`config.mk`:
```
export PLATFORM = sky130hd
export DESIGN_NAME = bank_switch_mapper_with_scanline_irq_top_flat
export DESIGN_NICKNAME = d
export VERILOG_FILES = /design/src/design/bsm_pkg.sv /design/src/design/bsm_if.sv /design/src/design/bsm_core.sv /design/src/design/bank_switch_mapper_with_scanline_irq_top.sv /design/src/flat_wrapper.sv
export SDC_FILE = /design/constraint.sdc
export NUM_CORES = 1
export LEC_CHECK = 0
export ABC_AREA = 1
export BUFFER_PORTS_ARGS = -buffer_cell sky130_fd_sc_hd__buf_2
export CAP_MARGIN = 0
export CORE_UTILIZATION = 35
export CTS_CLUSTER_SIZE = 20
export DETAILED_ROUTE_END_ITERATION = 8
export PLACE_DENSITY_LB_ADDON = 0.05
export SETUP_SLACK_MARGIN = 0.05
export SLEW_MARGIN = 20
export SYNTH_ARGS = -nofsm -noshare
export SYNTH_HDL_FRONTEND = slang
export SYNTH_HIERARCHICAL = 1
export SYNTH_SLANG_ARGS = --single-unit
```
`constraint.sdc`:
```
create_clock -name i_clk -period 20.7 [get_ports i_clk]
set_input_delay 2.07 -clock i_clk [delete_from_list [all_inputs] [get_ports i_clk]]
set_output_delay 2.07 -clock i_clk [all_outputs]
set_load 0.02 [all_outputs]
```
`src/design/bsm_pkg.sv`:
```
// Package for the bank switch mapper: opcodes, CPU register decode,
// bank selector codes, transaction structs and default-bank helpers.
// No dependencies.
package bsm_pkg;

    localparam int ADDR_W     = 16;
    localparam int BYTE_W     = 8;
    localparam int PRG_SLOTS  = 4;
    localparam int CHR_SLOTS  = 8;
    localparam int PRG_BITS_W = PRG_SLOTS * BYTE_W;
    localparam int CHR_BITS_W = CHR_SLOTS * BYTE_W;

    // item opcodes
    localparam logic [1:0] OP_CPU_WRITE = 2'd0;
    localparam logic [1:0] OP_TICK      = 2'd1;
    localparam logic [1:0] OP_INIT      = 2'd2;

    // CPU register decode, after masking the address
    localparam logic [ADDR_W-1:0] ADDR_MASK        = 16'hE001;
    localparam logic [ADDR_W-1:0] ADDR_BANK_SELECT = 16'h8000;
    localparam logic [ADDR_W-1:0] ADDR_BANK_DATA   = 16'h8001;
    localparam logic [ADDR_W-1:0] ADDR_MIRROR      = 16'hA000;
    localparam logic [ADDR_W-1:0] ADDR_IRQ_COUNT   = 16'hC000;
    localparam logic [ADDR_W-1:0] ADDR_IRQ_LATCH   = 16'hC001;
    localparam logic [ADDR_W-1:0] ADDR_IRQ_DISABLE = 16'hE000;
    localparam logic [ADDR_W-1:0] ADDR_IRQ_ENABLE  = 16'hE001;

    // bank selector codes, after masking bank_select
    localparam logic [BYTE_W-1:0] SEL_MASK      = 8'hC7;
    localparam logic [BYTE_W-1:0] PAIR_MASK     = 8'hFE;
    localparam logic [BYTE_W-1:0] SEL_CHR_PAIR0 = 8'h00;
    localparam logic [BYTE_W-1:0] SEL_CHR_PAIR1 = 8'h01;
    localparam logic [BYTE_W-1:0] SEL_CHR_LO    = 8'h02;
    localparam logic [BYTE_W-1:0] SEL_CHR_HI    = 8'h05;
    localparam logic [BYTE_W-1:0] SEL_PRG0      = 8'h06;
    localparam logic [BYTE_W-1:0] SEL_PRG1      = 8'h07;
    localparam logic [BYTE_W-1:0] SEL_PRG2      = 8'h46;
    localparam logic [BYTE_W-1:0] SEL_PRG3      = 8'h47;
    localparam logic [BYTE_W-1:0] SEL_CHR_PAIR2 = 8'h80;
    localparam logic [BYTE_W-1:0] SEL_CHR_PAIR3 = 8'h81;
    localparam logic [BYTE_W-1:0] SEL_CHR_ALT_LO = 8'h82;
    localparam logic [BYTE_W-1:0] SEL_CHR_ALT_HI = 8'h85;

    localparam logic [BYTE_W-1:0] PRG_ROM_BANKS_RESET = 8'd2;

    typedef struct packed {
        logic [1:0]        opcode;
        logic [ADDR_W-1:0] address;
        logic [BYTE_W-1:0] data;
        logic              in_vblank;
    } t_item;

    typedef struct packed {
        logic [PRG_BITS_W-1:0] prg_banks;
        logic [CHR_BITS_W-1:0] chr_banks;
        logic                  mirror_horizontal;
        logic                  irq_pulse;
    } t_result;

    // last 8KB bank number: 2*banks - 1, wrapping at 256
    function automatic logic [BYTE_W-1:0] last_prg_bank(input logic [BYTE_W-1:0] banks);
        logic [BYTE_W:0] twice;
        twice = {banks, 1'b0};
        return BYTE_W'(twice - 9'd1);
    endfunction

endpackage

```
`src/design/bsm_if.sv`:
```
// Valid/ready channel interfaces for the mapper's input items and results.
// Depends on bsm_pkg for field widths.
interface bsm_item_if;
    logic                       valid;
    logic                       ready;
    logic [1:0]                 opcode;
    logic [bsm_pkg::ADDR_W-1:0] address;
    logic [bsm_pkg::BYTE_W-1:0] data;
    logic                       in_vblank;

    modport source (output valid, output opcode, output address, output data,
                    output in_vblank, input ready);
    modport sink (input valid, input opcode, input address, input data,
                  input in_vblank, output ready);
endinterface

interface bsm_result_if;
    logic                           valid;
    logic                           ready;
    logic [bsm_pkg::PRG_BITS_W-1:0] prg_banks;
    logic [bsm_pkg::CHR_BITS_W-1:0] chr_banks;
    logic                           mirror_horizontal;
    logic                           irq_pulse;

    modport source (output valid, output prg_banks, output chr_banks,
                    output mirror_horizontal, output irq_pulse, input ready);
    modport sink (input valid, input prg_banks, input chr_banks,
                  input mirror_horizontal, input irq_pulse, output ready);
endinterface

```
`src/design/bsm_core.sv`:
```
// Mapper state registers and the single-pass update logic for one item.
// Depends on bsm_pkg.
module bsm_core (
    input  logic                       i_clk,
    input  logic                       i_rst_n,
    input  logic                       i_cfg_we,
    input  logic [bsm_pkg::BYTE_W-1:0] i_cfg_data,
    input  logic                       i_process,
    input  bsm_pkg::t_item             i_item,
    output bsm_pkg::t_result           o_result
);

    logic [bsm_pkg::BYTE_W-1:0] r_cfg_banks;
    logic [bsm_pkg::BYTE_W-1:0] r_bank_select, n_bank_select;
    logic [bsm_pkg::BYTE_W-1:0] r_prg [bsm_pkg::PRG_SLOTS];
    logic [bsm_pkg::BYTE_W-1:0] n_prg [bsm_pkg::PRG_SLOTS];
    logic [bsm_pkg::BYTE_W-1:0] r_chr [bsm_pkg::CHR_SLOTS];
    logic [bsm_pkg::BYTE_W-1:0] n_chr [bsm_pkg::CHR_SLOTS];
    logic                       r_mirror, n_mirror;
    logic                       r_irq_enabled, n_irq_enabled;
    logic [bsm_pkg::BYTE_W-1:0] r_irq_count, n_irq_count;
    logic [bsm_pkg::BYTE_W-1:0] r_irq_reload, n_irq_reload;

    logic                        pulse;
    logic [bsm_pkg::BYTE_W-1:0]  sel;
    logic [bsm_pkg::BYTE_W-1:0]  pair;
    logic [bsm_pkg::BYTE_W-1:0]  last;
    logic [bsm_pkg::ADDR_W-1:0]  reg_addr;

    assign sel      = r_bank_select & bsm_pkg::SEL_MASK;
    assign pair     = i_item.data & bsm_pkg::PAIR_MASK;
    assign last     = bsm_pkg::last_prg_bank(r_cfg_banks);
    assign reg_addr = i_item.address & bsm_pkg::ADDR_MASK;

    always_comb begin
        n_bank_select = r_bank_select;
        n_prg         = r_prg;
        n_chr         = r_chr;
        n_mirror      = r_mirror;
        n_irq_enabled = r_irq_enabled;
        n_irq_count   = r_irq_count;
        n_irq_reload  = r_irq_reload;
        pulse         = 1'b0;

        case (i_item.opcode)
            bsm_pkg::OP_CPU_WRITE: begin
                case (reg_addr)
                    bsm_pkg::ADDR_BANK_SELECT: n_bank_select = i_item.data;
                    bsm_pkg::ADDR_BANK_DATA: begin
                        case (sel) inside
                            bsm_pkg::SEL_CHR_PAIR0: begin
                                n_chr[0] = pair;
                                n_chr[1] = pair + 8'd1;
                            end
                            bsm_pkg::SEL_CHR_PAIR1: begin
                                n_chr[2] = pair;
                                n_chr[3] = pair + 8'd1;
                            end
                            [bsm_pkg::SEL_CHR_LO:bsm_pkg::SEL_CHR_HI]:
                                n_chr[3'(sel[2:0] + 3'd2)] = i_item.data;
                            bsm_pkg::SEL_PRG0: n_prg[0] = i_item.data;
                            bsm_pkg::SEL_PRG1: n_prg[1] = i_item.data;
                            bsm_pkg::SEL_PRG2: n_prg[2] = i_item.data;
                            bsm_pkg::SEL_PRG3: n_prg[3] = i_item.data;
                            bsm_pkg::SEL_CHR_PAIR2: begin
                                n_chr[4] = pair;
                                n_chr[5] = pair + 8'd1;
                            end
                            bsm_pkg::SEL_CHR_PAIR3: begin
                                n_chr[6] = pair;
                                n_chr[7] = pair + 8'd1;
                            end
                            [bsm_pkg::SEL_CHR_ALT_LO:bsm_pkg::SEL_CHR_ALT_HI]:
                                n_chr[3'(sel[2:0] - 3'd2)] = i_item.data;
                            default: ;
                        endcase
                    end
                    bsm_pkg::ADDR_MIRROR:      n_mirror      = i_item.data[0];
                    bsm_pkg::ADDR_IRQ_COUNT:   n_irq_count   = i_item.data;
                    bsm_pkg::ADDR_IRQ_LATCH:   n_irq_reload  = i_item.data;
                    bsm_pkg::ADDR_IRQ_DISABLE: n_irq_enabled = 1'b0;
                    bsm_pkg::ADDR_IRQ_ENABLE:  n_irq_enabled = 1'b1;
                    default: ;
                endcase
            end
            bsm_pkg::OP_TICK: begin
                if (!i_item.in_vblank && r_irq_enabled) begin
                    if (r_irq_count == '0) begin
                        n_irq_count = r_irq_reload;
                        pulse       = 1'b1;
                    end else begin
                        n_irq_count = r_irq_count - 8'd1;
                    end
                end
            end
            bsm_pkg::OP_INIT: begin
                // mirroring survives init
                n_bank_select = '0;
                n_prg[0]      = 8'd0;
                n_prg[1]      = 8'd1;
                n_prg[2]      = last - 8'd1;
                n_prg[3]      = last;
                for (int i = 0; i < bsm_pkg::CHR_SLOTS; i++) begin
                    n_chr[i] = 8'(i);
                end
                n_irq_enabled = 1'b0;
                n_irq_count   = '0;
                n_irq_reload  = '0;
            end
            default: ;
        endcase
    end

    always_comb begin
        for (int i = 0; i < bsm_pkg::PRG_SLOTS; i++) begin
            o_result.prg_banks[i*bsm_pkg::BYTE_W +: bsm_pkg::BYTE_W] = n_prg[i];
        end
        for (int i = 0; i < bsm_pkg::CHR_SLOTS; i++) begin
            o_result.chr_banks[i*bsm_pkg::BYTE_W +: bsm_pkg::BYTE_W] = n_chr[i];
        end
        o_result.mirror_horizontal = n_mirror;
        o_result.irq_pulse         = pulse;
    end

    always_ff @(posedge i_clk) begin
        if (!i_rst_n) begin
            r_cfg_banks   <= bsm_pkg::PRG_ROM_BANKS_RESET;
            r_bank_select <= '0;
            r_prg[0]      <= 8'd0;
            r_prg[1]      <= 8'd1;
            r_prg[2]      <= bsm_pkg::last_prg_bank(bsm_pkg::PRG_ROM_BANKS_RESET) - 8'd1;
            r_prg[3]      <= bsm_pkg::last_prg_bank(bsm_pkg::PRG_ROM_BANKS_RESET);
            for (int i = 0; i < bsm_pkg::CHR_SLOTS; i++) begin
                r_chr[i] <= 8'(i);
            end
            r_mirror      <= 1'b0;
            r_irq_enabled <= 1'b0;
            r_irq_count   <= '0;
            r_irq_reload  <= '0;
        end else begin
            if (i_cfg_we) begin
                r_cfg_banks <= i_cfg_data;
            end
            if (i_process) begin
                r_bank_select <= n_bank_select;
                r_prg         <= n_prg;
                r_chr         <= n_chr;
                r_mirror      <= n_mirror;
                r_irq_enabled <= n_irq_enabled;
                r_irq_count   <= n_irq_count;
                r_irq_reload  <= n_irq_reload;
            end
        end
    end

`ifndef ASSERT_OFF
    a_pulse_source: assert property (@(posedge i_clk) disable iff (!i_rst_n)
        (i_process && o_result.irq_pulse) |->
            (i_item.opcode == bsm_pkg::OP_TICK && r_irq_enabled && !i_item.in_vblank))
        else $error("irq pulse without an enabled active tick");

    a_pulse_reload: assert property (@(posedge i_clk) disable iff (!i_rst_n)
        (i_process && o_result.irq_pulse) |=> (r_irq_count == $past(r_irq_reload)))
        else $error("irq counter not reloaded on pulse");

    a_init_clears: assert property (@(posedge i_clk) disable iff (!i_rst_n)
        (i_process && i_item.opcode == bsm_pkg::OP_INIT) |=>
            (r_bank_select == '0 && !r_irq_enabled && r_irq_count == '0
             && r_mirror == $past(r_mirror)))
        else $error("init did not restore defaults");

    a_idle_hold: assert property (@(posedge i_clk) disable iff (!i_rst_n)
        !i_process |=> ($stable(r_irq_count) && $stable(r_bank_select)
                        && $stable(r_irq_enabled)))
        else $error("mapper state changed without a transaction");
`endif

endmodule

```
`src/design/bank_switch_mapper_with_scanline_irq_top.sv`:
```
// Path from input transaction to result: input register, then result register.
// Throughput: one item per cycle while results are taken; the result register frees as it is taken.
// Ready stays high while the result register is empty or being drained.
// Reset (i_rst_n, synchronous, low): channels empty, bank count 2, banks {0,1,2,3},
// pattern banks 0..7, vertical mirroring, IRQ state cleared.
module bank_switch_mapper_with_scanline_irq_top (
    input  logic                       i_clk,
    input  logic                       i_rst_n,
    input  logic                       i_cfg_we,
    input  logic [bsm_pkg::BYTE_W-1:0] i_cfg_data,
    bsm_item_if.sink                   i_item,
    bsm_result_if.source               o_result
);

    logic             r_in_valid;
    bsm_pkg::t_item   r_in;
    logic             r_out_valid;
    bsm_pkg::t_result r_out;
    bsm_pkg::t_result core_result;
    logic             advance;
    logic             process;

    assign advance      = !r_out_valid || o_result.ready;
    assign process      = advance && r_in_valid;
    assign i_item.ready = !r_in_valid || advance;

    bsm_core u_core (
        .i_clk      (i_clk),
        .i_rst_n    (i_rst_n),
        .i_cfg_we   (i_cfg_we),
        .i_cfg_data (i_cfg_data),
        .i_process  (process),
        .i_item     (r_in),
        .o_result   (core_result)
    );

    always_ff @(posedge i_clk) begin
        if (!i_rst_n) begin
            r_in_valid  <= 1'b0;
            r_out_valid <= 1'b0;
        end else begin
            if (i_item.ready) begin
                r_in_valid <= i_item.valid;
            end
            if (advance) begin
                r_out_valid <= r_in_valid;
            end
        end
    end

    always_ff @(posedge i_clk) begin
        if (i_item.valid && i_item.ready) begin
            r_in.opcode    <= i_item.opcode;
            r_in.address   <= i_item.address;
            r_in.data      <= i_item.data;
            r_in.in_vblank <= i_item.in_vblank;
        end
        if (process) begin
            r_out <= core_result;
        end
    end

    assign o_result.valid             = r_out_valid;
    assign o_result.prg_banks         = r_out.prg_banks;
    assign o_result.chr_banks         = r_out.chr_banks;
    assign o_result.mirror_horizontal = r_out.mirror_horizontal;
    assign o_result.irq_pulse         = r_out.irq_pulse;

endmodule

```
`src/flat_wrapper.sv`:
```
// flat-port wrapper written by rule: the top's interface ports become plain ports
module bank_switch_mapper_with_scanline_irq_top_flat 
  (i_clk, i_rst_n, i_cfg_we, i_cfg_data, i_item_valid, i_item_opcode, i_item_address, i_item_data, i_item_in_vblank, i_item_ready, o_result_valid, o_result_prg_banks, o_result_chr_banks, o_result_mirror_horizontal, o_result_irq_pulse, o_result_ready);
  bsm_item_if i_item_i ();
  bsm_result_if o_result_i ();
  input  logic i_clk;
  input  logic i_rst_n;
  input  logic i_cfg_we;
  input  logic [bsm_pkg::BYTE_W-1:0] i_cfg_data;
  input wire logic [$bits(i_item_i.valid)-1:0] i_item_valid;
  input wire logic [$bits(i_item_i.opcode)-1:0] i_item_opcode;
  input wire logic [$bits(i_item_i.address)-1:0] i_item_address;
  input wire logic [$bits(i_item_i.data)-1:0] i_item_data;
  input wire logic [$bits(i_item_i.in_vblank)-1:0] i_item_in_vblank;
  output wire logic [$bits(i_item_i.ready)-1:0] i_item_ready;
  output wire logic [$bits(o_result_i.valid)-1:0] o_result_valid;
  output wire logic [$bits(o_result_i.prg_banks)-1:0] o_result_prg_banks;
  output wire logic [$bits(o_result_i.chr_banks)-1:0] o_result_chr_banks;
  output wire logic [$bits(o_result_i.mirror_horizontal)-1:0] o_result_mirror_horizontal;
  output wire logic [$bits(o_result_i.irq_pulse)-1:0] o_result_irq_pulse;
  input wire logic [$bits(o_result_i.ready)-1:0] o_result_ready;
  assign i_item_i.valid = i_item_valid;
  assign i_item_i.opcode = i_item_opcode;
  assign i_item_i.address = i_item_address;
  assign i_item_i.data = i_item_data;
  assign i_item_i.in_vblank = i_item_in_vblank;
  assign i_item_ready = i_item_i.ready;
  assign o_result_valid = o_result_i.valid;
  assign o_result_prg_banks = o_result_i.prg_banks;
  assign o_result_chr_banks = o_result_i.chr_banks;
  assign o_result_mirror_horizontal = o_result_i.mirror_horizontal;
  assign o_result_irq_pulse = o_result_i.irq_pulse;
  assign o_result_i.ready = o_result_ready;
  bank_switch_mapper_with_scanline_irq_top u_core (.i_clk(i_clk), .i_rst_n(i_rst_n), .i_cfg_we(i_cfg_we), .i_cfg_data(i_cfg_data), .i_item(i_item_i), .o_result(o_result_i));
endmodule
```
==> impl_metrics.env <==
export IMPL_cts_buffers=28
export IMPL_worst_hold_slack_ps=463
export IMPL_end_kind="output pin"
export IMPL_yosys_warnings=6
export IMPL_criticalPathCategory="in2out"
export IMPL_die_area_um2=37600
export IMPL_seq_power_share=0.456
export IMPL_clockBufferDepth=3
export IMPL_drtAntennaViolNets=0
export IMPL_wire_per_inst_um=18.5
export IMPL_drcViolationCount=0
export IMPL_leakage_uw=0.00611
export IMPL_reg2reg_from="u_core/r_in[25]$_DFFE_PP_"
export IMPL_crit_fanout=3
export IMPL_drive_above_1_share=0.118
export IMPL_slew_viol_final=0
export IMPL_cts_tree="done"
export IMPL_max_cap_viol_count=0
export IMPL_diodes=0
export IMPL_boundaryPins=140
export IMPL_grt_start_max_net_pins=147
export IMPL_min_period_over_period=0.225
export IMPL_grt_ovfl_total=0
export IMPL_ff2ff_path_depth=8
export IMPL_place_congestion=0.843
export IMPL_synth_cell_area_um2=12900
export IMPL_h_tree_depth=1
export IMPL_worst_hold_path_num_cells=2
export IMPL_worstSkewPairLatency_ps=550
export IMPL_swShare=0.272
export IMPL_finalWirelength_mm=42.8
export IMPL_cp_required_ps=18630
export IMPL_post_cts_resized=0
export IMPL_syn_to_final_growth_pct=13.8
export IMPL_fmax_mhz=214
export IMPL_die_w_um=194
export IMPL_synth_fp_nets=1810
export IMPL_cts_root_buf="clkbuf_16"
export IMPL_worstPathArrival_ps=2600
export IMPL_reg2reg_slack_ps=17070
export IMPL_grtUsageTotal=0.224
export IMPL_postSynthCellCount=1764
export IMPL_rows=69
export IMPL_cts_hold_buf=0
export IMPL_p_per_area_nw_per_um2=79.7
export IMPL_min_delay_start="u_core/u_core/r_chr[54]$_SDFFE_PN0P_"
export IMPL_clock_sinks=241
export IMPL_fin_crit_ps=4670
export IMPL_core_area_um2=35900
export IMPL_n_fill_cell=3741
export IMPL_stdcell_count=2312
export IMPL_grt_antenna_before_repair=1
export IMPL_grt_pass1_vias=11243
export IMPL_hp_class="reg2reg"
export IMPL_fin_tns_setup_ps=0
export IMPL_setup_viol=0
export IMPL_cp_start_kind="input pin"
export IMPL_finalClockSkew_ps=16.0
export IMPL_numPortBuffers=126
export IMPL_cp_startpoint="o_result_ready"
export IMPL_grt_pass1_wl_mm=65.9
export IMPL_status="complete, no violations"
export IMPL_drtIter0Drc=1121
export IMPL_internal_power_uw=851
export IMPL_endpoint="i_item_ready"
export IMPL_clk_pin_slew_ps=60
export IMPL_hold_viol=0
export IMPL_nNetsFinal=1876
export IMPL_syn_avg_cell_area_um2=7.31
export IMPL_p_comb_frac=0.117
export IMPL_vias_per_cell=5.27
export IMPL_post_cts_buffers=0
export IMPL_dpl_hpwl_mm=27.1
export IMPL_drt_pass1_iterations=5
export IMPL_peakVddDrop_uv=53.2
export IMPL_regToRegEndpoint="u_core/o_result.chr_banks[52]$_DFFE_PP_"
export IMPL_p_switching_uw=318
export IMPL_relSlewSlack=0.262
export IMPL_rsz0062_at_grt="no"
export IMPL_power_share_clock=0.427
export IMPL_dieHeight_um=194
export IMPL_num_vias=12173
export IMPL_tightest_slew_ps=1110
export IMPL_initial_core_util=0.359
export IMPL_dp_cells=2261
==> metal layers <==
layer,up-vias,track usage,share of wire,wire (um)
met4,0,0.0412,0.015,662
met3,46,0.0301,0.064,2740
met5,-,0,0,0
li1,5980,-,-,-
met2,371,0.349,0.44,18700
met1,5776,0.331,0.48,20700
==> cells in the final DEF, fill, tap and decap left out, drive strengths merged, types with 12 or more instances in the layout <==
| cell type | instances |
|---|---|
| a21oi | 195 |
| buf | 135 |
| clkbuf | 40 |
| clkinv | 15 |
| dfxtp | 128 |
| edfxtp | 113 |
| inv | 166 |
| nand2 | 526 |
| nand3 | 134 |
| nand4 | 12 |
| nor2 | 114 |
| o211ai | 19 |
| o21ai | 191 |
==> worst min-delay path by stage <==
stage | to
after global routing | u_core/u_core/r_chr[8]$_SDFFE_PN0P_
after CTS | u_core/u_core/r_chr[21]$_SDFFE_PN0P_
after global placement | u_core/u_core/r_prg[1]$_SDFFE_PN1P_
after floorplan | u_core/u_core/r_irq_reload[3]$_SDFFE_PN0P_
final | u_core/u_core/r_chr[54]$_SDFFE_PN0P_
after detailed placement | u_core/u_core/r_chr[21]$_SDFFE_PN0P_
==> state kept, by name (all words and copies together), names as in the netlist <==
| signal | cells |
|---|---|
| u_core/o_result.chr_banks | 64 |
| u_core/r_in_valid | 1 |
| u_core/u_core/r_prg | 32 |
| u_core/o_result.mirror_horizontal | 1 |
| u_core/o_result.prg_banks | 32 |
| u_core/u_core/r_irq_count | 8 |
| u_core/o_result.valid | 1 |
| u_core/o_result.irq_pulse | 1 |
| u_core/u_core/r_chr | 64 |
| u_core/u_core/r_cfg_banks | 7 |
| u_core/u_core/r_irq_enabled | 1 |
| u_core/u_core/r_irq_reload | 8 |
| u_core/u_core/r_bank_select | 5 |
| u_core/u_core/r_mirror | 1 |
| u_core/r_in | 15 |
==> power groups by stage <==
stage,registers (uW),logic (uW),clock network (uW)
6_report,533,136,500
5_1_grt,535,151,536
4_1_cts,533,136,514
3_5_place_dp,543,136,0
3_3_place_gp,543,135,0
2_1_floorplan,550,83.9,0
==> stage by stage <==
stage / power, uW / util / setup WS (ps) / instance area (um2)
2_1_floorplan: 634 / - / 11940 / 12900
3_3_place_gp: 678 / 0.383 / 16050 / 13700
4_1_cts: 1180 / 0.408 / 16030 / 14700
5_1_grt: 1220 / 0.408 / 16000 / 14700
3_5_place_dp: 679 / 0.383 / 16030 / 13700
6_report: 1170 / 0.408 / 16030 / 14700
==> critical path: stages <==
cell	delay [ps]
buf_2	90
inv_1	130
nand3_2	120
buf_2	180
==> layout make-up <==
class,count,area [um2],area share
multi-input combinational,1249,5840,0.398
tap,461,577,0.0393
inverter,175,661,0.0451
sequential,241,5960,0.406
timing repair buffer,135,711,0.0485
clock buffer,40,776,0.0529
clock inverter,11,145,0.00990
No activity file was read; power rests on OpenSTA's default activity.
